**src/rtl/core/icr_pkg.sv**
```systemverilog
`default_nettype none
package icr_pkg;

  localparam int ValW  = 64;
  localparam int RootW = 22;
  localparam int XW    = 32;
  localparam int DenW  = 64;

  typedef logic [ValW-1:0]  val_t;
  typedef logic [RootW-1:0] root_t;
  typedef logic [XW-1:0]    x_t;
  typedef logic [DenW-1:0]  den_t;

  // Work carried down the divider cell chain.
  typedef struct packed {
    logic  vld;
    logic  lut_only;
    root_t small_root;
    x_t    x;
    den_t  den;
    val_t  rem;
    val_t  quo;
  } icr_work_t;

  function automatic logic [7:0] seed_lut(input logic [5:0] idx);
    logic [7:0] r;
    case (idx)
      6'd0: r = 8'd0;     6'd1: r = 8'd54;    6'd2: r = 8'd54;    6'd3: r = 8'd54;
      6'd4: r = 8'd118;   6'd5: r = 8'd118;   6'd6: r = 8'd118;   6'd7: r = 8'd118;
      6'd8: r = 8'd123;   6'd9: r = 8'd129;   6'd10: r = 8'd134;  6'd11: r = 8'd138;
      6'd12: r = 8'd143;  6'd13: r = 8'd147;  6'd14: r = 8'd151;  6'd15: r = 8'd156;
      6'd16: r = 8'd157;  6'd17: r = 8'd161;  6'd18: r = 8'd164;  6'd19: r = 8'd168;
      6'd20: r = 8'd170;  6'd21: r = 8'd173;  6'd22: r = 8'd176;  6'd23: r = 8'd179;
      6'd24: r = 8'd181;  6'd25: r = 8'd185;  6'd26: r = 8'd187;  6'd27: r = 8'd190;
      6'd28: r = 8'd192;  6'd29: r = 8'd194;  6'd30: r = 8'd197;  6'd31: r = 8'd199;
      6'd32: r = 8'd200;  6'd33: r = 8'd202;  6'd34: r = 8'd204;  6'd35: r = 8'd206;
      6'd36: r = 8'd209;  6'd37: r = 8'd211;  6'd38: r = 8'd213;  6'd39: r = 8'd215;
      6'd40: r = 8'd217;  6'd41: r = 8'd219;  6'd42: r = 8'd221;  6'd43: r = 8'd222;
      6'd44: r = 8'd224;  6'd45: r = 8'd225;  6'd46: r = 8'd227;  6'd47: r = 8'd229;
      6'd48: r = 8'd231;  6'd49: r = 8'd232;  6'd50: r = 8'd234;  6'd51: r = 8'd236;
      6'd52: r = 8'd237;  6'd53: r = 8'd239;  6'd54: r = 8'd240;  6'd55: r = 8'd242;
      6'd56: r = 8'd244;  6'd57: r = 8'd245;  6'd58: r = 8'd246;  6'd59: r = 8'd248;
      6'd60: r = 8'd250;  6'd61: r = 8'd251;  6'd62: r = 8'd252;  6'd63: r = 8'd254;
      default: r = 8'd0;
    endcase
    return r;
  endfunction

endpackage
`default_nettype wire

```
**src/rtl/core/icr_seed.sv**
```systemverilog
`default_nettype none
// Seed stage: top bit index, table lookup, x*(x-1). Two register levels.
module icr_seed (
  input  wire logic              clk,
  input  wire logic              rst_n,
  input  wire logic              en,
  input  wire logic              in_vld,
  input  wire icr_pkg::val_t     in_val,
  output icr_pkg::icr_work_t     out_work
);
  import icr_pkg::*;

  logic [6:0]  nbits;
  logic [4:0]  b2;
  logic [5:0]  sh;
  logic [5:0]  idx;
  logic [14:0] prod;
  logic [39:0] seed_sh;
  logic        lut_only;
  logic [8:0]  small_sum;

  logic  s1_vld_r, s1_small_r;
  root_t s1_sroot_r;
  x_t    s1_x_r;
  val_t  s1_val_r;
  icr_work_t w_r;

  always_comb begin
    nbits = '0;
    for (int i = 0; i < ValW; i++) begin
      if (in_val[i]) nbits = 7'(i + 1);
    end
    prod  = 15'(nbits) * 15'd84;
    b2    = 5'((prod >> 8) - 15'd1);
    sh    = 6'(b2 * 6'd3);
    idx   = 6'(in_val >> sh);
    seed_sh = 40'({1'b0, seed_lut(idx)} + 9'd10) << b2;
    lut_only = (nbits < 7'd7);
    small_sum = {1'b0, seed_lut(in_val[5:0])} + 9'd35;
  end

  always_ff @(posedge clk) begin
    if (!rst_n) begin
      s1_vld_r <= 1'b0;
      w_r.vld  <= 1'b0;
    end else if (en) begin
      s1_vld_r <= in_vld;
      w_r.vld  <= s1_vld_r;
    end
    if (en) begin
      s1_small_r <= lut_only;
      s1_sroot_r <= root_t'(small_sum >> 6);
      s1_x_r     <= x_t'(seed_sh[31:0] >> 6);
      s1_val_r   <= in_val;
      w_r.lut_only   <= s1_small_r;
      w_r.small_root <= s1_sroot_r;
      w_r.x          <= s1_x_r;
      w_r.den        <= 64'(s1_x_r) * 64'(s1_x_r - 32'd1);
      w_r.rem        <= s1_val_r;
      w_r.quo        <= '0;
    end
  end

  assign out_work = w_r;
endmodule
`default_nettype wire

```
**config.mk**
```make
export PLATFORM = sky130hd
export DESIGN_NAME = icr_seed
export DESIGN_NICKNAME = d
export VERILOG_FILES = /design/src/rtl/core/icr_pkg.sv /design/src/rtl/core/icr_seed.sv
export SDC_FILE = /design/constraint.sdc
export NUM_CORES = 2
export LEC_CHECK = 0
export BUFFER_PORTS_ARGS = -buffer_cell sky130_fd_sc_hd__buf_4
export CAP_MARGIN = 25
export CORE_UTILIZATION = 49
export DETAILED_ROUTE_END_ITERATION = 7
export GPL_TIMING_DRIVEN = 1
export PLACE_DENSITY = 0.65
export SLEW_MARGIN = 10
export SYNTH_ARGS = -nofsm -noshare
export SYNTH_HDL_FRONTEND = slang
export SYNTH_SLANG_ARGS = --single-unit
```
**constraint.sdc**
```tcl
create_clock -name clk -period 34.2 [get_ports clk]
set_input_delay 1.71 -clock clk [delete_from_list [all_inputs] [get_ports clk]]
set_output_delay 1.71 -clock clk [all_outputs]
set_load 0.05 [all_outputs]
```
==> results.md <==
- Core Area: around 77,000 um2
- Post-CTS Setup Bufs: 0
- Die Area: 79,180 um2
- CTS sink count: about 240
- CP Max Fanout: 29
- Hold Path Class: flop to flop
- Crit start category: input port
- Synthesized flop and latch total: 243
- Ant diodes: 0
- Clock Root Buffer: clkbuf_16
- WS Path Type: input port to flop
- Post-CTS resize count: 0
- Hold_buf cts: 0
- Layout cells sized above 1: about an eighth
- Layout Nets: 4,822
- Tcrit/Tclk final: a little over two fifths
- Number of routed nets with antenna violations: 0
- Initial antenna violation count: 2
- Worst Hold Launch: s1_val_r[6]$_DFFE_PP_
- Crit path largest cell delay: just under 800 ps
- Delay-heaviest family, CP: compound AO/OA/AOI/OAI gates
- I/O Pins: between 300 and 400
- Yosys cell types: between 100 and 150
- CP endpoint kind: flop
- Slew Viols, Final: 0
- Routed len/inst: ~21 um
- CTS Buffer Depth: 3
- Minimum clock period: roughly 15,000 ps
- Status: completed
- Die Y: approximately 280 um
- Number of synthesis warnings: 0
- Seq/Total Area, Yosys: a little under a fifth
- Global-route wire length before repair: between 150,000 and 200,000 um
- RSZ-0062 raised after global routing: false
- Most common cell after layout, fill and taps aside: inv_1
- RD Place Congestion: about 0.9
- Skew final: 33.44 ps
- CTS clk-pin slew, worst paths: around 70 ps
- Ys async rst share: 0%
- Vias in the first global route: roughly 28k
- Die Width: 281.4 um
- Slew headroom: between 20% and 30%
- Worst-Margin Slew: 1058 ps
- CP arrival: roughly 15,000 ps
- Drt via density: between 5 and 6
- Max Cap Viol: 0
- Row count: just over 100
- Initial drt markers: ~2.0k
- Vias: 26.81k
- Area delta synth->final: 8.358%
- Hpwl dp: 77,180 um
- GRT overflow: 0
- Cell Area, Synth: 38,250 um2
- Hold Vio Cnt, Final: 0
- Main synth FF type: edfxtp_1
- Max Freq: 0.06821 GHz
- Final setup fails: 0
- Worst-Skew Late Latency: approximately 610 ps
- First-pass detailed-route iteration total: 5
- Worst Path Buf+Inv: 8
- Fillcell total: a little over 7k
- Pin count of the biggest net entering global routing: between 100 and 150
- Slowest stage cell on the critical path: a211o_1
- Mapped Cells: about 3.7k
- CTS tree: built
- CTS buffer count: 30
- Syn Area/Cell: roughly 10 um2
- Routed wire length: just over 100,000 um
- R2r startpoint: s1_x_r[0]$_SDFFCE_PN0P_
- Remaining DRCs: 0
- H-tree Lvls: 1
- Worst path required time: 34,540 ps
- Most frequent cells in the layout: 718 x inv_1, 601 x fa_1, 408 x nand2b_1, 290 x ha_1, 280 x buf_4
- Setup TNS: 0 ps
- Total GRT Usage: 26.42%
- EDFF count, synth: between 200 and 250
- Crit path from: in_val[1]
- Port bufs: 225
- Initial cell density of the core: between 40 and 50%
-- area by class of cell --
cell class / count / area [um2] / share of cell area (%)
Tap cell: 1040 / 1301 / 3.140
Clock inverter: 21 / 180.2 / 0.4347
Timing Repair Buffer: 281 / 2117 / 5.108
Sequential cell: 243 / 7277 / 17.56
Multi-Input combinational cell: 2582 / 27080 / 65.33
Inverter: 725 / 2723 / 6.569
Clock buffer: 35 / 769.5 / 1.857
-- worst register-to-register path, delay by kind of cell (launching register included) --
| kind | cells | cell delay (ps) |
|---|---|---|
| xor gates and xnor gates | 1 | 80 |
| DFF | 1 | 380 |
| buffers and inverters | 7 | 1030 |
| adders and majority gates | 10 | 4390 |
| AOI/OAI and AO/OA | 15 | 4590 |
| and+or+nand+nor | 8 | 2550 |
-- worst paths after layout --
kind / endpoint / slack (ps) / cells after the start
min: out_work[70]$_DFFE_PP_ / 410 / 0
min reg2reg: out_work[70]$_DFFE_PP_ / 410 / 0
max reg2reg: out_work[190]$_DFFE_PP_ / 20950 / 41
max: s1_x_r[2]$_SDFFCE_PN0P_ / 19540 / 62
-- cell usage after synthesis (7+ instances only) --
library cell | instances | area, um2
clkbuf_1 | 139 | 521.8
nor4_1 | 18 | 112.6
mux4_2 | 59 | 1329
buf_6 | 10 | 112.6
mux2i_1 | 21 | 210.2
o21a_1 | 8 | 60.06
a21oi_1 | 99 | 495.5
inv_1 | 718 | 2695
o211ai_1 | 10 | 75.07
or3_1 | 35 | 219.0
o31ai_1 | 11 | 82.58
and3_1 | 17 | 106.4
o21ai_0 | 37 | 185.2
ha_1 | 290 | 3628
o21ai_1 | 9 | 45.04
and2_1 | 8 | 50.05
nor2b_1 | 211 | 1320
edfxtp_1 | 241 | 7237
buf_2 | 15 | 75.07
fa_1 | 601 | 12030
a31oi_1 | 16 | 100.1
nor3_1 | 47 | 235.2
nand2b_1 | 408 | 2552
o21bai_1 | 13 | 97.59
xnor2_1 | 44 | 385.4
buf_4 | 104 | 780.8
nand2_1 | 127 | 476.7
nand3_1 | 24 | 120.1
xor2_1 | 16 | 140.1
nor2_1 | 138 | 518.0
o2111ai_1 | 8 | 70.07
a21o_1 | 29 | 217.7
a211oi_1 | 26 | 195.2
nand4_1 | 7 | 43.79
a211o_1 | 7 | 61.31
-- registers in the layout, indices dropped and copies added, names as in the netlist --
register    cells
s1_sroot_r      3
s1_x_r         26
out_work      148
s1_val_r       64
s1_vld_r        1
s1_small_r      1
-- metrics by stage --
stage	utilization [%]	hold WS, ps	instance area, um2	setup WS, ps	instances
after global routing	53.59	421.6	41440	18380	4927
final	53.59	413.2	41440	19540	4927
after detailed placement	52.36	404.5	40500	19120	4871
after floorplan	-	400.3	38580	19430	3825
after CTS	53.59	419.0	41440	19690	4927
after global placement	52.36	400.4	40500	19210	4871
-- kinds of logic after synthesis --
group	count (synthesis)	share of synthesized area (%)
multiplexers	86	4.240
adder cells (fa/ha/maj)	893	41.00
AND/OR/NAND/NOR	1075	15.81
AO/OA/AOI/OAI	372	7.138
flip-flops	243	19.03
buffers and inverters	1000	11.08
XOR/XNOR	66	1.698
other	1	0.009804
-- metal layers --
metal,part of all wire [%],wire [um],GRT usage (%)
met5,0,0,0
met4,1.8,1860,4.891
met3,7.0,7121,4.201
met2,48,48920,43.33
met1,43,43960,37.32
Power is left out: the tool's default activity adds up to more than one toggle a clock period on the data nets, which glitch-free logic cannot reach.
