## src/rtl/core/icr_pkg.sv

```systemverilog
`default_nettype none
package icr_pkg;

  localparam int ValW  = 64;
  localparam int RootW = 22;
  localparam int XW    = 32;
  localparam int DenW  = 64;

  typedef logic [ValW-1:0]  val_t;
  typedef logic [RootW-1:0] root_t;
  typedef logic [XW-1:0]    x_t;
  typedef logic [DenW-1:0]  den_t;

  // Work carried down the divider cell chain.
  typedef struct packed {
    logic  vld;
    logic  lut_only;
    root_t small_root;
    x_t    x;
    den_t  den;
    val_t  rem;
    val_t  quo;
  } icr_work_t;

  function automatic logic [7:0] seed_lut(input logic [5:0] idx);
    logic [7:0] r;
    case (idx)
      6'd0: r = 8'd0;     6'd1: r = 8'd54;    6'd2: r = 8'd54;    6'd3: r = 8'd54;
      6'd4: r = 8'd118;   6'd5: r = 8'd118;   6'd6: r = 8'd118;   6'd7: r = 8'd118;
      6'd8: r = 8'd123;   6'd9: r = 8'd129;   6'd10: r = 8'd134;  6'd11: r = 8'd138;
      6'd12: r = 8'd143;  6'd13: r = 8'd147;  6'd14: r = 8'd151;  6'd15: r = 8'd156;
      6'd16: r = 8'd157;  6'd17: r = 8'd161;  6'd18: r = 8'd164;  6'd19: r = 8'd168;
      6'd20: r = 8'd170;  6'd21: r = 8'd173;  6'd22: r = 8'd176;  6'd23: r = 8'd179;
      6'd24: r = 8'd181;  6'd25: r = 8'd185;  6'd26: r = 8'd187;  6'd27: r = 8'd190;
      6'd28: r = 8'd192;  6'd29: r = 8'd194;  6'd30: r = 8'd197;  6'd31: r = 8'd199;
      6'd32: r = 8'd200;  6'd33: r = 8'd202;  6'd34: r = 8'd204;  6'd35: r = 8'd206;
      6'd36: r = 8'd209;  6'd37: r = 8'd211;  6'd38: r = 8'd213;  6'd39: r = 8'd215;
      6'd40: r = 8'd217;  6'd41: r = 8'd219;  6'd42: r = 8'd221;  6'd43: r = 8'd222;
      6'd44: r = 8'd224;  6'd45: r = 8'd225;  6'd46: r = 8'd227;  6'd47: r = 8'd229;
      6'd48: r = 8'd231;  6'd49: r = 8'd232;  6'd50: r = 8'd234;  6'd51: r = 8'd236;
      6'd52: r = 8'd237;  6'd53: r = 8'd239;  6'd54: r = 8'd240;  6'd55: r = 8'd242;
      6'd56: r = 8'd244;  6'd57: r = 8'd245;  6'd58: r = 8'd246;  6'd59: r = 8'd248;
      6'd60: r = 8'd250;  6'd61: r = 8'd251;  6'd62: r = 8'd252;  6'd63: r = 8'd254;
      default: r = 8'd0;
    endcase
    return r;
  endfunction

endpackage
`default_nettype wire

```

## src/rtl/core/icr_div_cell.sv

```systemverilog
`default_nettype none
// One restoring-division cell: resolves quotient bit Bit.
module icr_div_cell #(
  parameter int Bit = 63
) (
  input  wire logic           clk,
  input  wire logic           rst_n,
  input  wire logic           en,
  input  wire icr_pkg::icr_work_t in_work,
  output icr_pkg::icr_work_t  out_work
);
  import icr_pkg::*;

  logic [127:0] dsh;
  logic         fits;
  icr_work_t    nxt, w_r;

  always_comb begin
    dsh  = {64'd0, in_work.den} << Bit;
    fits = ({64'd0, in_work.rem} >= dsh);
    nxt  = in_work;
    if (fits) begin
      nxt.rem      = in_work.rem - dsh[63:0];
      nxt.quo[Bit] = 1'b1;
    end
  end

  always_ff @(posedge clk) begin
    if (!rst_n) w_r.vld <= 1'b0;
    else if (en) w_r.vld <= nxt.vld;
    if (en) begin
      w_r.lut_only   <= nxt.lut_only;
      w_r.small_root <= nxt.small_root;
      w_r.x          <= nxt.x;
      w_r.den        <= nxt.den;
      w_r.rem        <= nxt.rem;
      w_r.quo        <= nxt.quo;
    end
  end

  assign out_work = w_r;
endmodule
`default_nettype wire

```

## config.mk

```make
export PLATFORM = sky130hd
export DESIGN_NAME = icr_div_cell
export DESIGN_NICKNAME = d
export VERILOG_FILES = /design/src/rtl/core/icr_pkg.sv /design/src/rtl/core/icr_div_cell.sv
export SDC_FILE = /design/constraint.sdc
export NUM_CORES = 1
export LEC_CHECK = 0
export BUFFER_PORTS_ARGS = -buffer_cell sky130_fd_sc_hd__clkbuf_2
export CAP_MARGIN = 0
export CORE_AREA = 3 3 194 196
export CTS_CLUSTER_SIZE = 28
export DETAILED_ROUTE_END_ITERATION = 8
export DIE_AREA = 0 0 197 199
export GPL_TIMING_DRIVEN = 0
export PLACE_DENSITY = 0.52
export SYNTH_ARGS = -nofsm -noshare
export SYNTH_HDL_FRONTEND = slang
export SYNTH_SLANG_ARGS = --single-unit
```

## constraint.sdc

```tcl
create_clock -name clk -period 2.3 [get_ports clk]
set_clock_uncertainty 0.05 [all_clocks]
set_input_delay 0.46 -clock clk [delete_from_list [all_inputs] [get_ports clk]]
set_output_delay 0.46 -clock clk [all_outputs]
set_load 0.01 [all_outputs]
```

==> impl_metrics.tcl, run 1 <==
set metrics [dict create \
    status "finished clean" \
    grt_pass1_vias 5635 \
    area_growth_syn_to_layout_pct 51.5 \
    dieArea_sq_um 39200 \
    ys_types 21 \
    worst-path-buf-inv 1 \
    cp_slowest_cell "nor4_2" \
    yosysMostFrequentCell "edfxtp_1" \
    synthesis.area_sq_um 7900 \
    wl_per_cell_um 19.1 \
    finalNonFillerCells 1338 \
    clkSlewWorstSetupHoldPaths_ns 0.06 \
    num_io_pins 499 \
    irDropWorstVdd_uv 608 \
    vias 5321 \
    post-place-cells 1287 \
    synth_edf_count 247 \
    setup_viol 0 \
    tns_ns 0 \
    crit_fanout 3 \
    gp_congestion 0.877 \
    setup.worst_path.class "in2reg" \
    cp.arrival_ns 2.28 \
    synth_seq_area_share_pct 94.1 \
    hp-class "in2reg" \
    fin_crit_sh_pct 89.1 \
    grt_use_total_pct 12.0 \
    antenna_cells 0 \
    drive_above_1_share_pct 62.5 \
    p_switching_mw 2.41 \
    clock_latency_ns 0.53 \
    die_x_um 197 \
    crit_path_end_kind "register" \
    io_buffers 498 \
    viasPerCell 3.98 \
    startpoint_type "primary input" \
    largest_reg_flops 248 \
    avgSynthCellArea_sq_um 24.8 \
    ctsResizeCount 1 \
    ys_top_cells_by_count "edfxtp_1, nor4_1, nand4_1, nor4_2" \
    first_iter_violations 180 \
    finalHoldViolCount 0 \
    crit_chain "clkbuf_2 > nor4_1 > nand3_1 > nor4_2 > nand2b_1 > o211ai_1" \
    p_per_area_nw_per_um2 908 \
    timing.critical_path.required_ns 2.53 \
    synth.largest_area_cell "edfxtp_1" \
    clock_path_buffers 3 \
    seq_power_share_pct 50.3 \
    cts_root_buffer "clkbuf_16" \
    leakagePower_nw 5.04 \
    pwr-share-clk_pct 40.8 \
    coreArea_sq_um 36300 \
    synth_top_area_share_pct 93.8 \
    maxSlewHeadroom_pct 43.5 \
    cts.sinks 248 \
    drc_errors 0 \
    synthCells 319 \
    max_cap_violations 0 \
    sw_frac_of_total_pct 22.1 \
    numCtsBuffers 28 \
    final.min_clock_period_ns 2.05 \
    fp-row-count 70 \
    grt_start_max_net_pins 119 \
    post_cts_buffers 0 \
    syn_nets 571 \
    yosysWarnings 0 \
    combPwrFrac_pct 8.8 \
    slew_viol_final 0 \
    grt_overflow_total 0 \
    routed_wl_um 25500 \
    start_util_pct 21.8 \
    grt_first_pass_wirelength_um 35000 \
    antenna_found_initial 0 \
    crit_family "simple AND/OR/NAND/NOR gates" \
    ant_nets 0 \
    placed_area_sq_um 11000 \
    slowest_delay_ns 0.62 \
    holdBufCountCts 0 \
    synth_area_leaders "edfxtp_1, nor4_1, nand4_1, nor4_2, dfxtp_1" \
    max_freq_ghz 0.488 \
    synth-async-reset-ratio_pct 0 \
    ys_ff_latch 248 \
    design_area_sq_um 12000 \
    htree_levels 1 \
    worst_pin_slew_ns 0.840 \
    nNetsFinal 1101 \
    synth-main-ff-cell "edfxtp_1" \
    cts_tree "yes" \
    p_int_mw 8.47 \
    dr.pass1.iters 4 \
    fin_util_pct 33.0 \
    dp_hpwl_um 20400 \
    rsz0062_at_grt "false" \
    die_h_um 199 \
]
## per-layer routing
layer / vias up / routed length (um) / GRT usage, %
li1: 2419 / - / -
met1: 2537 / 8910 / 12.5
met2: 327 / 13300 / 22.2
met3: 38 / 2710 / 4.40
met4: 0 / 631 / 4.09
met5: - / 0 / 0
## worst register-to-register path: stages (launching register included)
cell and delay (ns):
dfxtp_1 0.31, mux2i_1 0.12, nor2b_1 0.06
## through the flow
| step | worst slack (ns) | power [mW] | hold WS (ns) |
|---|---|---|---|
| after floorplan | 0.276 | 5.78 | 0.488 |
| after global placement | -3.31 | 6.56 | 0.453 |
| after detailed placement | -0.660 | 6.55 | 0.465 |
| after CTS | 0.156 | 11.0 | 0.00495 |
| after global routing | 0.0756 | 11.3 | 0.00989 |
| final | 0.251 | 10.9 | 0.0423 |
## cells by family after synthesis
| logic type | share of synthesized area, % |
|---|---|
| compound gates | 0.317 |
| fa+ha+maj | 0.158 |
| buf+inv | 0.0950 |
| flops | 94.1 |
| mux | 0.127 |
| simple gates | 5.21 |
## power by group through the flow
| stage | logic, mW | clock network [mW] | registers (mW) |
|---|---|---|---|
| floorplan | 0.0225 | 0 | 5.76 |
| global placement | 0.961 | 0 | 5.60 |
| detailed placement | 0.977 | 0 | 5.57 |
| CTS | 0.980 | 4.59 | 5.48 |
| global route | 1.03 | 4.76 | 5.51 |
| finish | 0.960 | 4.44 | 5.47 |
## final cells by class
cell class | count | area, sq um
multi-input combinational | 69 | 465
tap | 468 | 586
timing repair buffer | 500 | 2560
sequential | 248 | 7440
clock buffer | 40 | 787
clock inverter | 11 | 134
inverter | 2 | 7.51
fill | 3627 | 24300
## path summary, 6_finish.rpt
check	startpoint	endpoint	slack (ns)	depth (start not counted)
hold / removal	in_work[54]	out_work[54]	0.04	1
hold reg to reg	out_work[247]	out_work[247]	0.48	2
setup / recovery	in_work[167]	out_work[127]	0.25	6
setup reg to reg	out_work[247]	out_work[247]	1.65	2
## cell usage in the layout (no fill, tap or decap)
cell type    n
inv_1        2
dfxtp_1      1
o211ai_1     1
nor4_1      37
nor2_1       1
nand2_1      2
nor4b_2      1
clkbuf_8     3
nor4_2       4
ha_1         1
clkinv_4     2
and3_1       1
nand2b_1     2
mux2i_1      1
a21oi_1      1
clkinv_2     3
clkbuf_1     9
buf_16       2
bufinv_16    3
edfxtp_1   247
nor3_1       1
o21bai_1     1
clkinv_1     3
o21ai_1      1
clkbuf_2   497
nor2b_1      2
or4_1        1
clkbuf_16   29
nand4_1      9
nand3_1      2
(Power assumes the default switching activity.)
==> run 2: changes to the inputs <==
CORE_AREA = 3 3 193 195   (was 3 3 194 196)
DIE_AREA = 0 0 196 198   (was 0 0 197 199)
clock period = 2.6 ns   (was 2.3 ns; I/O delays follow)
==> impl_metrics.tcl, run 2 (same netlist as run 1, synthesis figures left out) <==
set metrics [dict create \
    crit_path_end_kind "register" \
    htree_levels 1 \
    largest_reg_flops 248 \
    startpoint_type "primary input" \
    irDropWorstVdd_uv 545 \
    n_fill_cell 3565 \
    tns_ns 0 \
    drc_errors 0 \
    worstSetupStartpoint "in_work[173]" \
    fp-row-count 69 \
    grt_first_pass_wirelength_um 34600 \
    mostFrequentLayoutCells "clkbuf_2, edfxtp_1, nor4_1, clkbuf_16, nand4_1" \
    dr.pass1.iters 4 \
    timing.critical_path.required_ns 2.82 \
    ctsResizeCount 1 \
    hp-class "in2reg" \
    setup.worst_path.class "in2reg" \
    finalHoldViolCount 0 \
    ant_nets 0 \
    dieArea_sq_um 38800 \
    max_cap_violations 0 \
    viasPerCell 4.02 \
    fin_crit_sh_pct 84.2 \
    die_x_um 196 \
    cts_tree "yes" \
    cts_root_buffer "clkbuf_16" \
    first_iter_violations 163 \
    die_h_um 198 \
    seq_area_sq_um 7440 \
    gp_congestion 0.795 \
    clkSlewWorstSetupHoldPaths_ns 0.06 \
    status "finished clean" \
    start_util_pct 22.2 \
    clock_latency_ns 0.53 \
    slew_viol_final 0 \
    grt_use_total_pct 11.7 \
    num_io_pins 499 \
    leakagePower_nw 5.00 \
    clock_path_buffers 3 \
    coreArea_sq_um 35600 \
    crit_fanout 3 \
    layout_commonest_cell "clkbuf_2" \
    wl_per_cell_um 18.7 \
    antenna_cells 0 \
    holdBufCountCts 0 \
    fin_hold_ws_ns 0.108 \
    routed_wl_um 24800 \
    post_cts_buffers 0 \
    io_buffers 498 \
    cts.sinks 248 \
    setup_viol 0 \
    grt_start_max_net_pins 116 \
    area_growth_syn_to_layout_pct 50.4 \
    grt_overflow_total 0 \
    maxSlewHeadroom_pct 53.5 \
    multi_input_area_sq_um 465 \
    worst_pin_slew_ns 0.692 \
    grt_pass1_vias 5694 \
    drive_above_1_share_pct 62.6 \
    nNetsFinal 1100 \
    p_per_area_nw_per_um2 785 \
    antenna_found_initial 0 \
    worstReg2RegStart "out_work[247]" \
    dp_hpwl_um 19900 \
    cp.arrival_ns 2.41 \
    min-delay-start "in_work[27]" \
    max_freq_ghz 0.457 \
    vias 5344 \
    numCtsBuffers 27 \
    final.min_clock_period_ns 2.19 \
    rsz0062_at_grt "false" \
]
run 2: cell count changes in the layout (fill, tap and decap cells not counted), sizes merged:
cell | previous run | this run
clkinv | 8 | 5
bufinv | 3 | 1
clkinvlp | 0 | 1
inv | 2 | 3
run 2: metrics by stage:
step	setup WS, ns	instances	area [sq um]	utilization, %	power (mW)
CTS	0.169	1328	11900	33.4	9.47
finish	0.410	1328	11900	33.4	9.33
detailed placement	-0.778	1280	11000	31.0	5.78
global route	0.164	1328	11900	33.4	9.70
global placement	-3.02	1278	11000	30.8	5.79
floorplan	0.516	319	7900	-	5.11
run 2: path summary, 6_finish.rpt:
| kind | slack [ns] | endpoint | cells past startpoint |
|---|---|---|---|
| hold / removal | 0.11 | out_work[27] | 1 |
| setup reg to reg | 1.90 | out_work[247] | 2 |
| setup / recovery | 0.41 | out_work[127] | 6 |
| hold reg to reg | 0.52 | out_work[247] | 2 |
run 2: final cells by class:
type	instances	share of cell area [%]
clock buffer	40	6.52
timing repair buffer	500	21.5
sequential	248	62.6
inverter	2	0.0632
clock inverter	8	0.579
multi-input combinational	69	3.92
tap	461	4.85
run 2: worst max-delay path, stage by stage:
cell and delay, ns:
clkbuf_2 0.09, nor4_1 0.58, nand4_1 0.25, nor4_2 0.68
nand2b_1 0.19, o211ai_1 0.09
run 2: layer usage:
metal | routed length, um | GRT usage, % | part of all wire, %
met1 | 9160 | 13.1 | 37
met2 | 12800 | 21.1 | 51
met3 | 2160 | 3.62 | 8.7
met4 | 734 | 4.46 | 3.0
met5 | 0 | 0 | 0
run 2: report_power, final:
| part | switching [mW] | internal [mW] |
|---|---|---|
| sequential | 0.0882 | 4.75 |
| combinational | 0.495 | 0.347 |
| clock | 1.50 | 2.15 |
